### src/sv/sha1md_pkg.sv
package sha1md_pkg;

	// Opcodes of an input transaction
	localparam logic [1:0] OP_ABSORB        = 2'd0;
	localparam logic [1:0] OP_ABSORB_FINISH = 2'd1;
	localparam logic [1:0] OP_FINISH        = 2'd2;

	// Byte source for a buffer push
	localparam logic [1:0] SEL_IN   = 2'd0;
	localparam logic [1:0] SEL_PAD  = 2'd1;
	localparam logic [1:0] SEL_ZERO = 2'd2;
	localparam logic [1:0] SEL_LEN  = 2'd3;

	localparam logic [7:0] PAD_BYTE   = 8'h80;
	localparam logic [5:0] LAST_POS   = 6'd63;
	localparam logic [5:0] LEN_POS    = 6'd56;
	localparam logic [6:0] LAST_ROUND = 7'd79;

	typedef logic [4:0][31:0] digest_t;

	localparam digest_t H_INIT = {32'hC3D2E1F0, 32'h10325476, 32'h98BADCFE,
		32'hEFCDAB89, 32'h67452301};

	localparam logic [3:0][31:0] ROUND_K = {32'hCA62C1D6, 32'h8F1BBCDC,
		32'h6ED9EBA1, 32'h5A827999};

	typedef struct packed {
		logic       push;
		logic [1:0] push_sel;
		logic       latch_len;
		logic       round;
		logic [1:0] phase;
		logic       add;
		logic       finish;
	} cmd_t;

	typedef struct packed {
		logic [5:0] pos;
	} stat_t;

endpackage

### src/sv/sha1md_in_if.sv
interface sha1md_in_if;
	logic       valid;
	logic       ready;
	logic [1:0] opcode;
	logic [7:0] message_byte;

	modport source (output valid, output opcode, output message_byte, input ready);
	modport sink (input valid, input opcode, input message_byte, output ready);
endinterface

### src/sv/sha1md_out_if.sv
interface sha1md_out_if;
	logic        valid;
	logic        ready;
	logic [31:0] digest_word0;
	logic [31:0] digest_word1;
	logic [31:0] digest_word2;
	logic [31:0] digest_word3;
	logic [31:0] digest_word4;

	modport source (output valid, output digest_word0, output digest_word1,
		output digest_word2, output digest_word3, output digest_word4, input ready);
	modport sink (input valid, input digest_word0, input digest_word1,
		input digest_word2, input digest_word3, input digest_word4, output ready);
endinterface

### src/sv/sha1md_dp.sv
module sha1md_dp (
	input  logic              clk,
	input  logic              arst_n,
	input  sha1md_pkg::cmd_t  cmd,
	input  logic [7:0]        in_byte,
	output sha1md_pkg::stat_t stat,
	output sha1md_pkg::digest_t digest
);
	import sha1md_pkg::*;

	logic [511:0] buf_q;
	digest_t      h_q;
	digest_t      dig_q;
	logic [63:0]  cnt_q;
	logic [63:0]  len_q;
	logic [31:0]  a_q, b_q, c_q, d_q, e_q;

	logic [5:0]   pos;
	logic [7:0]   push_byte;
	logic [31:0]  f;
	logic [31:0]  t;
	logic [31:0]  w_mix;
	logic [31:0]  w_new;

	assign pos      = cnt_q[8:3];
	assign stat.pos = pos;
	assign digest   = dig_q;

	always_comb begin
		case (cmd.push_sel)
			SEL_IN:   push_byte = in_byte;
			SEL_PAD:  push_byte = PAD_BYTE;
			SEL_ZERO: push_byte = 8'h00;
			SEL_LEN:  push_byte = len_q[{~pos[2:0], 3'b000} +: 8];
			default:  push_byte = 8'h00;
		endcase
	end

	always_comb begin
		case (cmd.phase)
			2'd0:    f = (b_q & c_q) | (~b_q & d_q);
			2'd2:    f = (b_q & c_q) | (b_q & d_q) | (c_q & d_q);
			default: f = b_q ^ c_q ^ d_q;
		endcase
	end

	// Window word j of the schedule sits at buf_q[511-32*j -: 32]
	assign w_mix = buf_q[95:64] ^ buf_q[255:224] ^ buf_q[447:416] ^ buf_q[511:480];
	assign w_new = {w_mix[30:0], w_mix[31]};
	assign t     = {a_q[26:0], a_q[31:27]} + f + e_q + ROUND_K[cmd.phase] + buf_q[511:480];

	always_ff @(posedge clk or negedge arst_n) begin
		if (!arst_n) begin
			h_q   <= H_INIT;
			cnt_q <= '0;
		end else if (cmd.finish) begin
			h_q   <= H_INIT;
			cnt_q <= '0;
		end else begin
			if (cmd.add) begin
				h_q[0] <= h_q[0] + a_q;
				h_q[1] <= h_q[1] + b_q;
				h_q[2] <= h_q[2] + c_q;
				h_q[3] <= h_q[3] + d_q;
				h_q[4] <= h_q[4] + e_q;
			end
			if (cmd.push) begin
				cnt_q <= cnt_q + 64'd8;
			end
		end
	end

	always_ff @(posedge clk) begin
		if (cmd.push) begin
			buf_q <= {buf_q[503:0], push_byte};
			// last byte of a block: seed the working variables
			if (pos == LAST_POS) begin
				a_q <= h_q[0];
				b_q <= h_q[1];
				c_q <= h_q[2];
				d_q <= h_q[3];
				e_q <= h_q[4];
			end
		end
		if (cmd.round) begin
			buf_q <= {buf_q[479:0], w_new};
			a_q   <= t;
			b_q   <= a_q;
			c_q   <= {b_q[1:0], b_q[31:2]};
			d_q   <= c_q;
			e_q   <= d_q;
		end
		if (cmd.latch_len) begin
			len_q <= cnt_q;
		end
		if (cmd.finish) begin
			dig_q <= h_q;
		end
	end
endmodule

### src/sv/sha1md_ctrl.sv
module sha1md_ctrl (
	input  logic              clk,
	input  logic              arst_n,
	input  logic              in_valid,
	input  logic [1:0]        in_opcode,
	output logic              in_ready,
	output logic              out_valid,
	input  logic              out_ready,
	input  sha1md_pkg::stat_t stat,
	output sha1md_pkg::cmd_t  cmd
);
	import sha1md_pkg::*;

	localparam logic [2:0] ST_IDLE  = 3'd0;
	localparam logic [2:0] ST_PAD80 = 3'd1;
	localparam logic [2:0] ST_PAD   = 3'd2;
	localparam logic [2:0] ST_ROUND = 3'd3;
	localparam logic [2:0] ST_ADD   = 3'd4;
	localparam logic [2:0] ST_DONE  = 3'd5;

	logic [2:0] state_q, state_d;
	logic [2:0] ret_q, ret_d;
	logic [6:0] rnd_q, rnd_d;
	logic       lenp_q, lenp_d;
	logic       ov_q, ov_d;
	logic       in_fire;
	logic       last_pos;
	logic       lenp_now;

	assign in_ready  = (state_q == ST_IDLE);
	assign in_fire   = in_valid && in_ready;
	assign out_valid = ov_q;
	assign last_pos  = (stat.pos == LAST_POS);
	assign lenp_now  = lenp_q || (stat.pos == LEN_POS);

	always_comb begin
		state_d = state_q;
		ret_d   = ret_q;
		rnd_d   = rnd_q;
		lenp_d  = lenp_q;
		ov_d    = ov_q && !out_ready;
		cmd     = '0;
		if (rnd_q < 7'd20) begin
			cmd.phase = 2'd0;
		end else if (rnd_q < 7'd40) begin
			cmd.phase = 2'd1;
		end else if (rnd_q < 7'd60) begin
			cmd.phase = 2'd2;
		end else begin
			cmd.phase = 2'd3;
		end

		case (state_q)
			ST_IDLE: begin
				if (in_fire) begin
					case (in_opcode)
						OP_ABSORB: begin
							cmd.push     = 1'b1;
							cmd.push_sel = SEL_IN;
							ret_d        = ST_IDLE;
							if (last_pos) begin
								state_d = ST_ROUND;
							end
						end
						OP_ABSORB_FINISH: begin
							cmd.push     = 1'b1;
							cmd.push_sel = SEL_IN;
							ret_d        = ST_PAD80;
							state_d      = last_pos ? ST_ROUND : ST_PAD80;
						end
						OP_FINISH: begin
							state_d = ST_PAD80;
						end
						default: begin
						end
					endcase
				end
			end
			ST_PAD80: begin
				cmd.push      = 1'b1;
				cmd.push_sel  = SEL_PAD;
				cmd.latch_len = 1'b1;
				lenp_d        = 1'b0;
				ret_d         = ST_PAD;
				state_d       = last_pos ? ST_ROUND : ST_PAD;
			end
			ST_PAD: begin
				cmd.push     = 1'b1;
				cmd.push_sel = lenp_now ? SEL_LEN : SEL_ZERO;
				lenp_d       = lenp_now;
				if (last_pos) begin
					state_d = ST_ROUND;
					ret_d   = lenp_now ? ST_DONE : ST_PAD;
				end
			end
			ST_ROUND: begin
				cmd.round = 1'b1;
				if (rnd_q == LAST_ROUND) begin
					rnd_d   = '0;
					state_d = ST_ADD;
				end else begin
					rnd_d = rnd_q + 7'd1;
				end
			end
			ST_ADD: begin
				cmd.add = 1'b1;
				state_d = ret_q;
			end
			ST_DONE: begin
				if (!ov_q || out_ready) begin
					cmd.finish = 1'b1;
					ov_d       = 1'b1;
					lenp_d     = 1'b0;
					state_d    = ST_IDLE;
				end
			end
			default: begin
				state_d = ST_IDLE;
			end
		endcase
	end

	always_ff @(posedge clk or negedge arst_n) begin
		if (!arst_n) begin
			state_q <= ST_IDLE;
			ret_q   <= ST_IDLE;
			rnd_q   <= '0;
			lenp_q  <= 1'b0;
			ov_q    <= 1'b0;
		end else begin
			state_q <= state_d;
			ret_q   <= ret_d;
			rnd_q   <= rnd_d;
			lenp_q  <= lenp_d;
			ov_q    <= ov_d;
		end
	end
endmodule

### src/sv/sha1_message_digest_core.sv
// SHA-1 message digest engine, one message byte per input transaction.
// Channel msg carries opcode and message_byte: absorb a byte, absorb a byte
// and finish, or finish without a byte (opcode 3 is dropped without effect).
// Channel digest returns the 160-bit digest as five big-endian words after
// each finish; absorb-only transactions return nothing.
// Each absorbed byte goes into the block buffer, and every 64th byte starts
// the compression (80 rounds on one shared round unit, one per cycle,
// then the chaining add), while no new byte is accepted. A finish pushes
// the padding and length bytes one per cycle (9 to 72 bytes), pausing for
// one or two compressions, then loads the digest register.
// msg.ready is high only while the controller waits for a new transaction.
// The digest sits in an output register: if digest.ready stays low, new
// bytes are still accepted, and only the next finish holds until the
// pending digest has been taken.
// Reset (arst_n low) loads the initial chaining words, clears the bit
// count and drops any pending digest; the buffer needs no clearing.
module sha1_message_digest_core (
	input  logic         clk,
	input  logic         arst_n,
	sha1md_in_if.sink    msg,
	sha1md_out_if.source digest
);
	import sha1md_pkg::*;

	cmd_t    cmd;
	stat_t   stat;
	digest_t dig;

	// sequencer: byte intake, padding, round count and digest handoff
	sha1md_ctrl u_ctrl (
		.clk       (clk),
		.arst_n    (arst_n),
		.in_valid  (msg.valid),
		.in_opcode (msg.opcode),
		.in_ready  (msg.ready),
		.out_valid (digest.valid),
		.out_ready (digest.ready),
		.stat      (stat),
		.cmd       (cmd)
	);

	// block buffer, message schedule, round unit, chaining words, bit count
	sha1md_dp u_dp (
		.clk     (clk),
		.arst_n  (arst_n),
		.cmd     (cmd),
		.in_byte (msg.message_byte),
		.stat    (stat),
		.digest  (dig)
	);

	assign digest.digest_word0 = dig[0];
	assign digest.digest_word1 = dig[1];
	assign digest.digest_word2 = dig[2];
	assign digest.digest_word3 = dig[3];
	assign digest.digest_word4 = dig[4];
endmodule

### src/flat_wrapper.sv
// flat-port wrapper written by rule: the top's interface ports become plain ports
module sha1_message_digest_core_flat import sha1md_pkg::*;
  (clk, arst_n, msg_valid, msg_opcode, msg_message_byte, msg_ready, digest_valid, digest_digest_word0, digest_digest_word1, digest_digest_word2, digest_digest_word3, digest_digest_word4, digest_ready);
  sha1md_in_if msg_i ();
  sha1md_out_if digest_i ();
  input  logic clk;
  input  logic arst_n;
  input wire logic [$bits(msg_i.valid)-1:0] msg_valid;
  input wire logic [$bits(msg_i.opcode)-1:0] msg_opcode;
  input wire logic [$bits(msg_i.message_byte)-1:0] msg_message_byte;
  output wire logic [$bits(msg_i.ready)-1:0] msg_ready;
  output wire logic [$bits(digest_i.valid)-1:0] digest_valid;
  output wire logic [$bits(digest_i.digest_word0)-1:0] digest_digest_word0;
  output wire logic [$bits(digest_i.digest_word1)-1:0] digest_digest_word1;
  output wire logic [$bits(digest_i.digest_word2)-1:0] digest_digest_word2;
  output wire logic [$bits(digest_i.digest_word3)-1:0] digest_digest_word3;
  output wire logic [$bits(digest_i.digest_word4)-1:0] digest_digest_word4;
  input wire logic [$bits(digest_i.ready)-1:0] digest_ready;
  assign msg_i.valid = msg_valid;
  assign msg_i.opcode = msg_opcode;
  assign msg_i.message_byte = msg_message_byte;
  assign msg_ready = msg_i.ready;
  assign digest_valid = digest_i.valid;
  assign digest_digest_word0 = digest_i.digest_word0;
  assign digest_digest_word1 = digest_i.digest_word1;
  assign digest_digest_word2 = digest_i.digest_word2;
  assign digest_digest_word3 = digest_i.digest_word3;
  assign digest_digest_word4 = digest_i.digest_word4;
  assign digest_i.ready = digest_ready;
  sha1_message_digest_core u_core (.clk(clk), .arst_n(arst_n), .msg(msg_i), .digest(digest_i));
endmodule
### config.mk
export PLATFORM = sky130hd
export DESIGN_NAME = sha1_message_digest_core_flat
export DESIGN_NICKNAME = d
export VERILOG_FILES = /design/src/sv/sha1md_pkg.sv /design/src/sv/sha1md_in_if.sv /design/src/sv/sha1md_out_if.sv /design/src/sv/sha1md_dp.sv /design/src/sv/sha1md_ctrl.sv /design/src/sv/sha1_message_digest_core.sv /design/src/flat_wrapper.sv
export SDC_FILE = /design/constraint.sdc
export NUM_CORES = 2
export LEC_CHECK = 0
export BUFFER_PORTS_ARGS = -buffer_cell sky130_fd_sc_hd__buf_2
export CAP_MARGIN = 20
export CORE_AREA = 3 3 315 317
export DETAILED_ROUTE_END_ITERATION = 12
export DIE_AREA = 0 0 318 320
export PLACE_DENSITY = 0.82
export REMOVE_ABC_BUFFERS = 1
export SYNTH_ARGS = -nofsm -noshare
export SYNTH_HDL_FRONTEND = slang
export SYNTH_SLANG_ARGS = --single-unit
### constraint.sdc
create_clock -name clk -period 31.1 [get_ports clk]
set_clock_uncertainty 0.2 [all_clocks]
set_input_delay 0 -clock clk [delete_from_list [all_inputs] [get_ports clk]]
set_output_delay 0 -clock clk [all_outputs]
set_load 0.02 [all_outputs]
# Word-level counts from Yosys, hierarchy flattened
# Index checks and enable logic that the tools add are counted.
# W data, S select, Z words.
dict set report classes {
  order_cmp 4
  reduce_logical 21
  n_eq_ne 20
  shift 1
  bitwise_logic 14
  n_addsub 11
  n_mux 55
}
# cell count
set ops {}
lappend ops {{$mux W512} 2}
lappend ops {{$mux W32} 16}
lappend ops {{$mux W160} 2}
lappend ops {{$add A32 B32 Y32} 9}
lappend ops {{$xor A32 B32 Y32} 5}
lappend ops {{$and A32 B32 Y32} 4}
lappend ops {{$mux W64} 2}
lappend ops {{$or A32 B32 Y32} 3}
lappend ops {{$add A64 B4 Y64 const B} 1}
lappend ops {{$bmux W32 S2} 1}
lappend ops {{$pmux W32 S2} 1}
lappend ops {{$shiftx A64 B7 Y8} 1}
lappend ops {{$not A32 Y32} 1}
lappend ops {{$pmux W8 S4} 1}
lappend ops {{$mux W3} 9}
lappend ops {{$pmux W3 S3} 3}
lappend ops {{$pmux W3 S6} 1}
lappend ops {{$lt A7 B6 Y1 const B} 2}
lappend ops {{$eq A6 B6 Y1 const B} 2}
lappend ops {{$mux W1} 11}
lappend ops {{$eq A2 B2 Y1 const B} 4}
lappend ops {{$reduce_and A4 Y1} 2}
lappend ops {{$reduce_bool A2 Y1} 4}
lappend ops {{$add A7 B1 Y7 const B} 1}
lappend ops {{other kinds (24)} 38}
dict set report word_totals {
  inputBits 14
  ff_bits 1135
  wordCells 149
  output_inout_bits 162
}

# Longest topological paths before layout
dict set report logic_depth {
  depth_word 11
  mapped_depth 27
  depth_no_buf 25
}

# Modules after synthesis
# Synthesis repeated with hierarchy kept, for this count alone.
dict set report unflattened {
  cells_unflattened 4619
  hier_area_um2 59683.5
}
# mod seq_area_each_um2 cells_per_inst area_per_inst_um2 instances
set modules_own_cells {}
lappend modules_own_cells {sha1md_dp 32446.1 4509 58692.5 1}
lappend modules_own_cells {sha1md_ctrl 375.4 110 991.0 1}

# Worst setup path before layout
# OpenSTA, ideal clock, no wires.
dict set report synth_path {
  path_kind {register to register}
  start {register u_core.u_ctrl.state_q[2]}
  end {register u_core.u_dp.cnt_q[19]}
  stages_incl_launch_ff 9
  arrival_ps 27298
  setup_time_ps 132
  period_less_slack_ps 27630
  path_buffers 1
  setup_slack_ps 3470
  required_time_ps 30768
  path_cell_list {dfrtp_1 > buf_1 > a21oi_1 > nor2b_1 > nand2_1 > nor3_1 > nand3_1 > xor2_1 > nor2_1}
}
dict set report synth_between {
  elab_chain_len 5
  elab_cells_between_ends 10
  classes_between {eq/ne (3); mux (4); reduce/logical (3)}
}
# item line_no
set synth_rtl {}
lappend synth_rtl {{start, declared} sha1md_ctrl.sv:21} ;# logic [2:0] state_q, state_d;
lappend synth_rtl {{start signal, assigned} sha1md_ctrl.sv:131} ;# state_q <= state_d;
lappend synth_rtl {{$logic_not A3 Y1} {sha1md_ctrl.sv:30, sha1md_ctrl.sv:53}}
lappend synth_rtl {{$logic_and A1 B1 Y1} sha1md_ctrl.sv:31} ;# assign in_fire = in_valid && in_ready;
lappend synth_rtl {{$mux W3} sha1md_ctrl.sv:55} ;# if (in_fire) begin
lappend synth_rtl {{$pmux W3 S3} sha1md_ctrl.sv:53} ;# case (state_q)
lappend synth_rtl {{$reduce_bool A2 Y1 (no source line)} -}
lappend synth_rtl {{end signal, assigned} sha1md_dp.sv:68} ;# cnt_q <= cnt_q + 64'd8;
lappend synth_rtl {{end, declared} sha1md_dp.sv:14} ;# logic [63:0] cnt_q;
# Parallel ways exist; a longest one is shown, timed or not.
# A chain may end at the register's enable or synchronous reset.

# Worst setup path in the final report
dict set report layout_path {
  start {register u_core.u_ctrl.rnd_q[5]}
  end {register u_core.u_dp.a_q[30], data pin}
}
dict set report layout_between {
  elab_chain_len 11
  elab_cells_between_ends 16
  classes_between {add/sub (4); order compare (3); eq/ne (1); mux (7); reduce/logical (1)}
}
# item line_no
set layout_rtl {}
lappend layout_rtl {{start, declared} sha1md_ctrl.sv:23} ;# logic [6:0] rnd_q, rnd_d;
lappend layout_rtl {{start signal, assigned} sha1md_ctrl.sv:133} ;# rnd_q <= rnd_d;
lappend layout_rtl {{$lt A7 B6 Y1} sha1md_ctrl.sv:47} ;# end else if (rnd_q < 7'd60) begin
lappend layout_rtl {{$mux W1} sha1md_ctrl.sv:47}
lappend layout_rtl {{$mux W2} sha1md_ctrl.sv:45} ;# end else if (rnd_q < 7'd40) begin
lappend layout_rtl {{$mux W2 *} sha1md_ctrl.sv:43} ;# if (rnd_q < 7'd20) begin
lappend layout_rtl {{$eq A2 B2 Y1 / $logic_not A2 Y1 (equally long branches)} sha1md_dp.sv:40} ;# case (cmd.phase)
lappend layout_rtl {{$pmux W32 S2} sha1md_dp.sv:40}
lappend layout_rtl {{$add A32 B32 Y32 (2 in a row)} sha1md_dp.sv:50} ;# assign t = {a_q[26:0], a_q[31:27]} + f + e_q + ROUND_K[cmd.phase] + buf_q[511:480];
lappend layout_rtl {{$add A32 B32 Y32 * (2 in a row)} sha1md_dp.sv:50}
lappend layout_rtl {{$mux W32 *} sha1md_dp.sv:85} ;# if (cmd.round) begin
lappend layout_rtl {{end signal, assigned} sha1md_dp.sv:78} ;# a_q <= h_q[0];
lappend layout_rtl {{end signal, assigned} sha1md_dp.sv:87} ;# a_q <= t;
lappend layout_rtl {{end, declared} sha1md_dp.sv:16} ;# logic [31:0] a_q, b_q, c_q, d_q, e_q;
# Every way passes the cells marked *; elsewhere a longest branch is shown, timed or not. The select of a mux whose other input is x is not followed.

==> impl_results.md <==
* CTS H-tree lvls at 3
* Max Slew Vio Count at 0
* Largest net degree at the start of global routing at 236
* DR WL/cell at 20.4 microns
* DRT Pass-1 Iters at 8
* FMAX at 128 MHz
* Commonest cells after routing, fill and taps aside: nand2_1, edfxtp_1, o21ai_0
* Via-to-Cell Ratio at 5.91
* Min Tclk post-route at 7.83 ns
* GRT overflow at 0
* Port Buffer Count at 175
* Mapped Cells at 5715
* Final setup TNS at 0 ns
* Leading cell type in the layout, fill and taps excluded: nand2_1
* Synth Area in Compound Gates at 0.0973
* Critical-path top delay cell: inv_1
* Post-synthesis xor/xnor area fraction at 0.0448
* Drt first-iter violations at 4907
* Initial Util at 0.609
* Top FF cell, synth: edfxtp_1
* Tightest Pin Transition at 1.43 ns
* WP data required at 31.33 ns
* Final Hold Viols at 0
* Nets at 6178
* Io pins at 176
* Layout filler cell count at 6974
* Post-CTS sizing at 0
* Unique masters post-synth at 85
* Post-layout util at 0.671
* DP HPWL at 101 mm
* Leak Pwr at 0.0273 uW
* Critical path class: register to register
* Worst rel slew slack at 0.0439
* Global-route wire length before repair at 230 mm
* Status: complete, no violations
* CP Data Arrival Time at 8.06 ns
* YS warnings at 0
* Ys async rst share at 0.209
* CTS tree: yes
* Crit path top cell by count: inv_1
* Max Cap Violations at 0
* Cell Pwr Density at 92.3 nW/um^2
* Layout cells sized above 1 at 0.0910
* Area Growth Syn to Fin at 10.2%
* Post-Synth Simple-Gate Area at 0.169
* Post-synthesis mux area share at 0.0120
* Crit share post-route at 0.252
* Vias at 42600
* EDFF count, synth at 893
* Worst-path maximum fanout at 62
* CTS root buffer: clkbuf_16
* CP Cell Sequence: inv_1 > maj3_1 > a221o_2 > buf_4 > clkinv_1 > buf_4 > ha_1 > inv_1 > o22ai_1 > o21ai_0 > fa_1 > fa_1 > inv_1 > ha_1 > a211oi_1 > nor3_1 > or4_1 > a21oi_1 > nand3b_1 > a311o_1 > a211o_1 > a21oi_1 > xor2_1 > o21ai_1
* Pre-CTS WS at 23.28 ns
* Clock buffer count from CTS at 112
* Combinational family with the most area after synthesis: simple AND/OR/NAND/NOR gates
* Die W at 318 microns
* Clk buf depth at 3
* Core area at 96600 sq um
* Unrepaired setup endpoints after global routing: false
* Sequential-to-total area share from yosys stat at 0.558
* Clk slew on worst S/H paths at 0.06 ns
* Worst ir drop on vdd at 0.0000810 V
* Std cell rows at 114
* Startpoint Class: register
* Die area at 102000 sq um
* Post-route DRC at 0
* Initial antenna violation count at 4
* Mean Syn Cell Area at 10.3 sq um
* Tot GR Track Use at 0.286
* Worst skew pair latency at 0.72 ns
* Worst setup EP type: register
* Number of global-route vias before repair at 41500
* Gpl congestion at 0.963
* CTS sink count at 1129
* Setup WS post-layout at 23.27 ns
* Final wirelength at 147 mm
* Die height at 320 microns
* Worst stage delay on the critical path at 0.81 ns
* Area share of fa/ha/maj cells after synthesis at 0.0861
* Post-synthesis cell area at 58800 sq um
* Critical path buffer and inverter count at 6
* Synth Register Bits at 1129
* Antenna Nets Post-Route at 0
* Tightest Hold Check Type: input pin to register
* Crit path max-delay family: compound AO/OA/AOI/OAI gates
* Final setup fails at 0
[final timing paths]
check	startpoint	endpoint	slack, ns	cells after the start
max	u_core.u_ctrl.rnd_q[5]	u_core.u_dp.a_q[30]	23.27	24
min	digest_ready	u_core.u_ctrl.state_q[2]	0.09	5
max reg2reg	u_core.u_ctrl.rnd_q[5]	u_core.u_dp.a_q[30]	23.27	24
min reg2reg	u_core.u_dp.cnt_q[63]	u_core.u_dp.len_q[63]	0.28	0
max in group asynchronous	arst_n	u_core.u_dp.h_q[126]	28.90	5
min in group asynchronous	arst_n	u_core.u_dp.cnt_q[49]	0.26	4
[through the flow]
step | hold slack [ns] | std cells | total power [uW] | area (sq um)
6_report | 0.0872 | 7211 | 5980 | 64800
3_5_place_dp | -0.170 | 6977 | 4580 | 60900
3_3_place_gp | -0.173 | 6977 | 4520 | 60900
5_1_grt | 0.0953 | 7209 | 6360 | 64800
4_1_cts | 0.0139 | 7209 | 5990 | 64800
2_1_floorplan | -0.496 | 5489 | 4490 | 58000
[Yosys cell counts, types with 5 or more instances]
master	number	area, sq um
nand2b_1	26	163
nor3_1	45	225
xor2_1	111	972
nor4_1	5	31.3
a211oi_1	20	150
o21bai_1	25	188
dfrtp_1	156	3900
o221a_2	5	56.3
nand2_1	1922	7210
mux4_2	13	293
o31ai_1	19	143
o21ai_0	359	1800
and2_1	21	131
nand3_1	91	455
o21ai_1	9	45.0
a211o_1	11	96.3
edfxtp_1	893	26800
a221oi_1	11	96.3
o2111ai_1	5	43.8
a221o_1	5	50.1
o211ai_1	20	150
dfstp_2	80	2100
fa_1	125	2500
mux2i_1	37	370
a21boi_0	6	45.0
a21oi_1	238	1190
or3_1	19	119
clkbuf_1	211	792
o21a_1	26	195
xnor2_1	190	1660
a31oi_1	17	106
a31o_2	6	52.6
nor2_1	196	736
a21o_1	78	586
and4_1	7	61.3
nand4_1	19	119
ha_1	204	2550
buf_1	14	52.6
o311ai_0	7	61.3
nor2b_1	22	138
nand3b_1	5	37.5
inv_1	278	1040
o22ai_1	30	188
and3_1	39	244
or2_2	11	68.8
[cells by family after synthesis]
logic type	Yosys count
flip-flops	1129
multiplexers	54
adder cells (fa/ha/maj)	330
XOR/XNOR	301
AND/OR/NAND/NOR	2449
buffers and inverters	507
AO/OA/AOI/OAI	945
[per-layer routing]
layer,share of wire,routed length [microns],up-vias,track usage
met4,0.035,5160,0,0.103
met5,0,0,-,0
met1,0.40,59600,20700,0.390
li1,-,-,19800,-
met2,0.48,70700,1818,0.471
met3,0.080,11800,309,0.0442
[where the power goes]
part	switching (uW)	leakage [uW]	internal, uW
Clock	601	0.00183	784
Combinational	1200	0.0150	795
Sequential	338	0.0105	2270
Total	2140	0.0273	3850
[worst reg2reg max path: cells and delay by family (launching register included)]
| kind | cells | cell delay (ns) |
|---|---|---|
| AO/OA/AOI/OAI | 9 | 2.19 |
| buffers and inverters | 6 | 1.96 |
| adder cells (fa/ha/maj) | 5 | 1.80 |
| AND/OR/NAND/NOR | 3 | 0.86 |
| flip-flops | 1 | 0.40 |
| XOR/XNOR | 1 | 0.16 |
[registers in the layout, indices dropped and copies added (netlist names)]
name                     cells
u_core.u_ctrl.lenp_q         1
u_core.u_dp.buf_q          512
u_core.u_dp.b_q             32
u_core.u_dp.c_q             32
u_core.u_dp.a_q             32
u_core.u_dp.e_q             32
u_core.u_dp.digest         160
u_core.u_ctrl.ret_q          3
u_core.u_dp.cnt_q           61
u_core.u_dp.h_q            160
u_core.u_ctrl.state_q        3
u_core.u_ctrl.rnd_q          7
u_core.u_dp.len_q           61
u_core.u_dp.d_q             32
u_core.u_ctrl.out_valid      1
[timing repair]
item | in CTS | in global routing
hold buffers | 20 | 0
endpoints found under the setup margin | 0 | 0
hold endpoints to repair | 160 | 0
buffers inserted | 0 | 0
[area by class of cell]
cell class                 count  area (sq um)  share of cell area
sequential                  1129         32800               0.506
multi-input combinational   4079         24200               0.373
clock buffer                 143          3060              0.0472
tap                         1276          1600              0.0246
timing repair buffer         232          1430              0.0221
inverter                     281          1060              0.0164
clock inverter                69           689              0.0106
antenna                        2          5.00           0.0000772
Power figures use the tool's default switching activity.
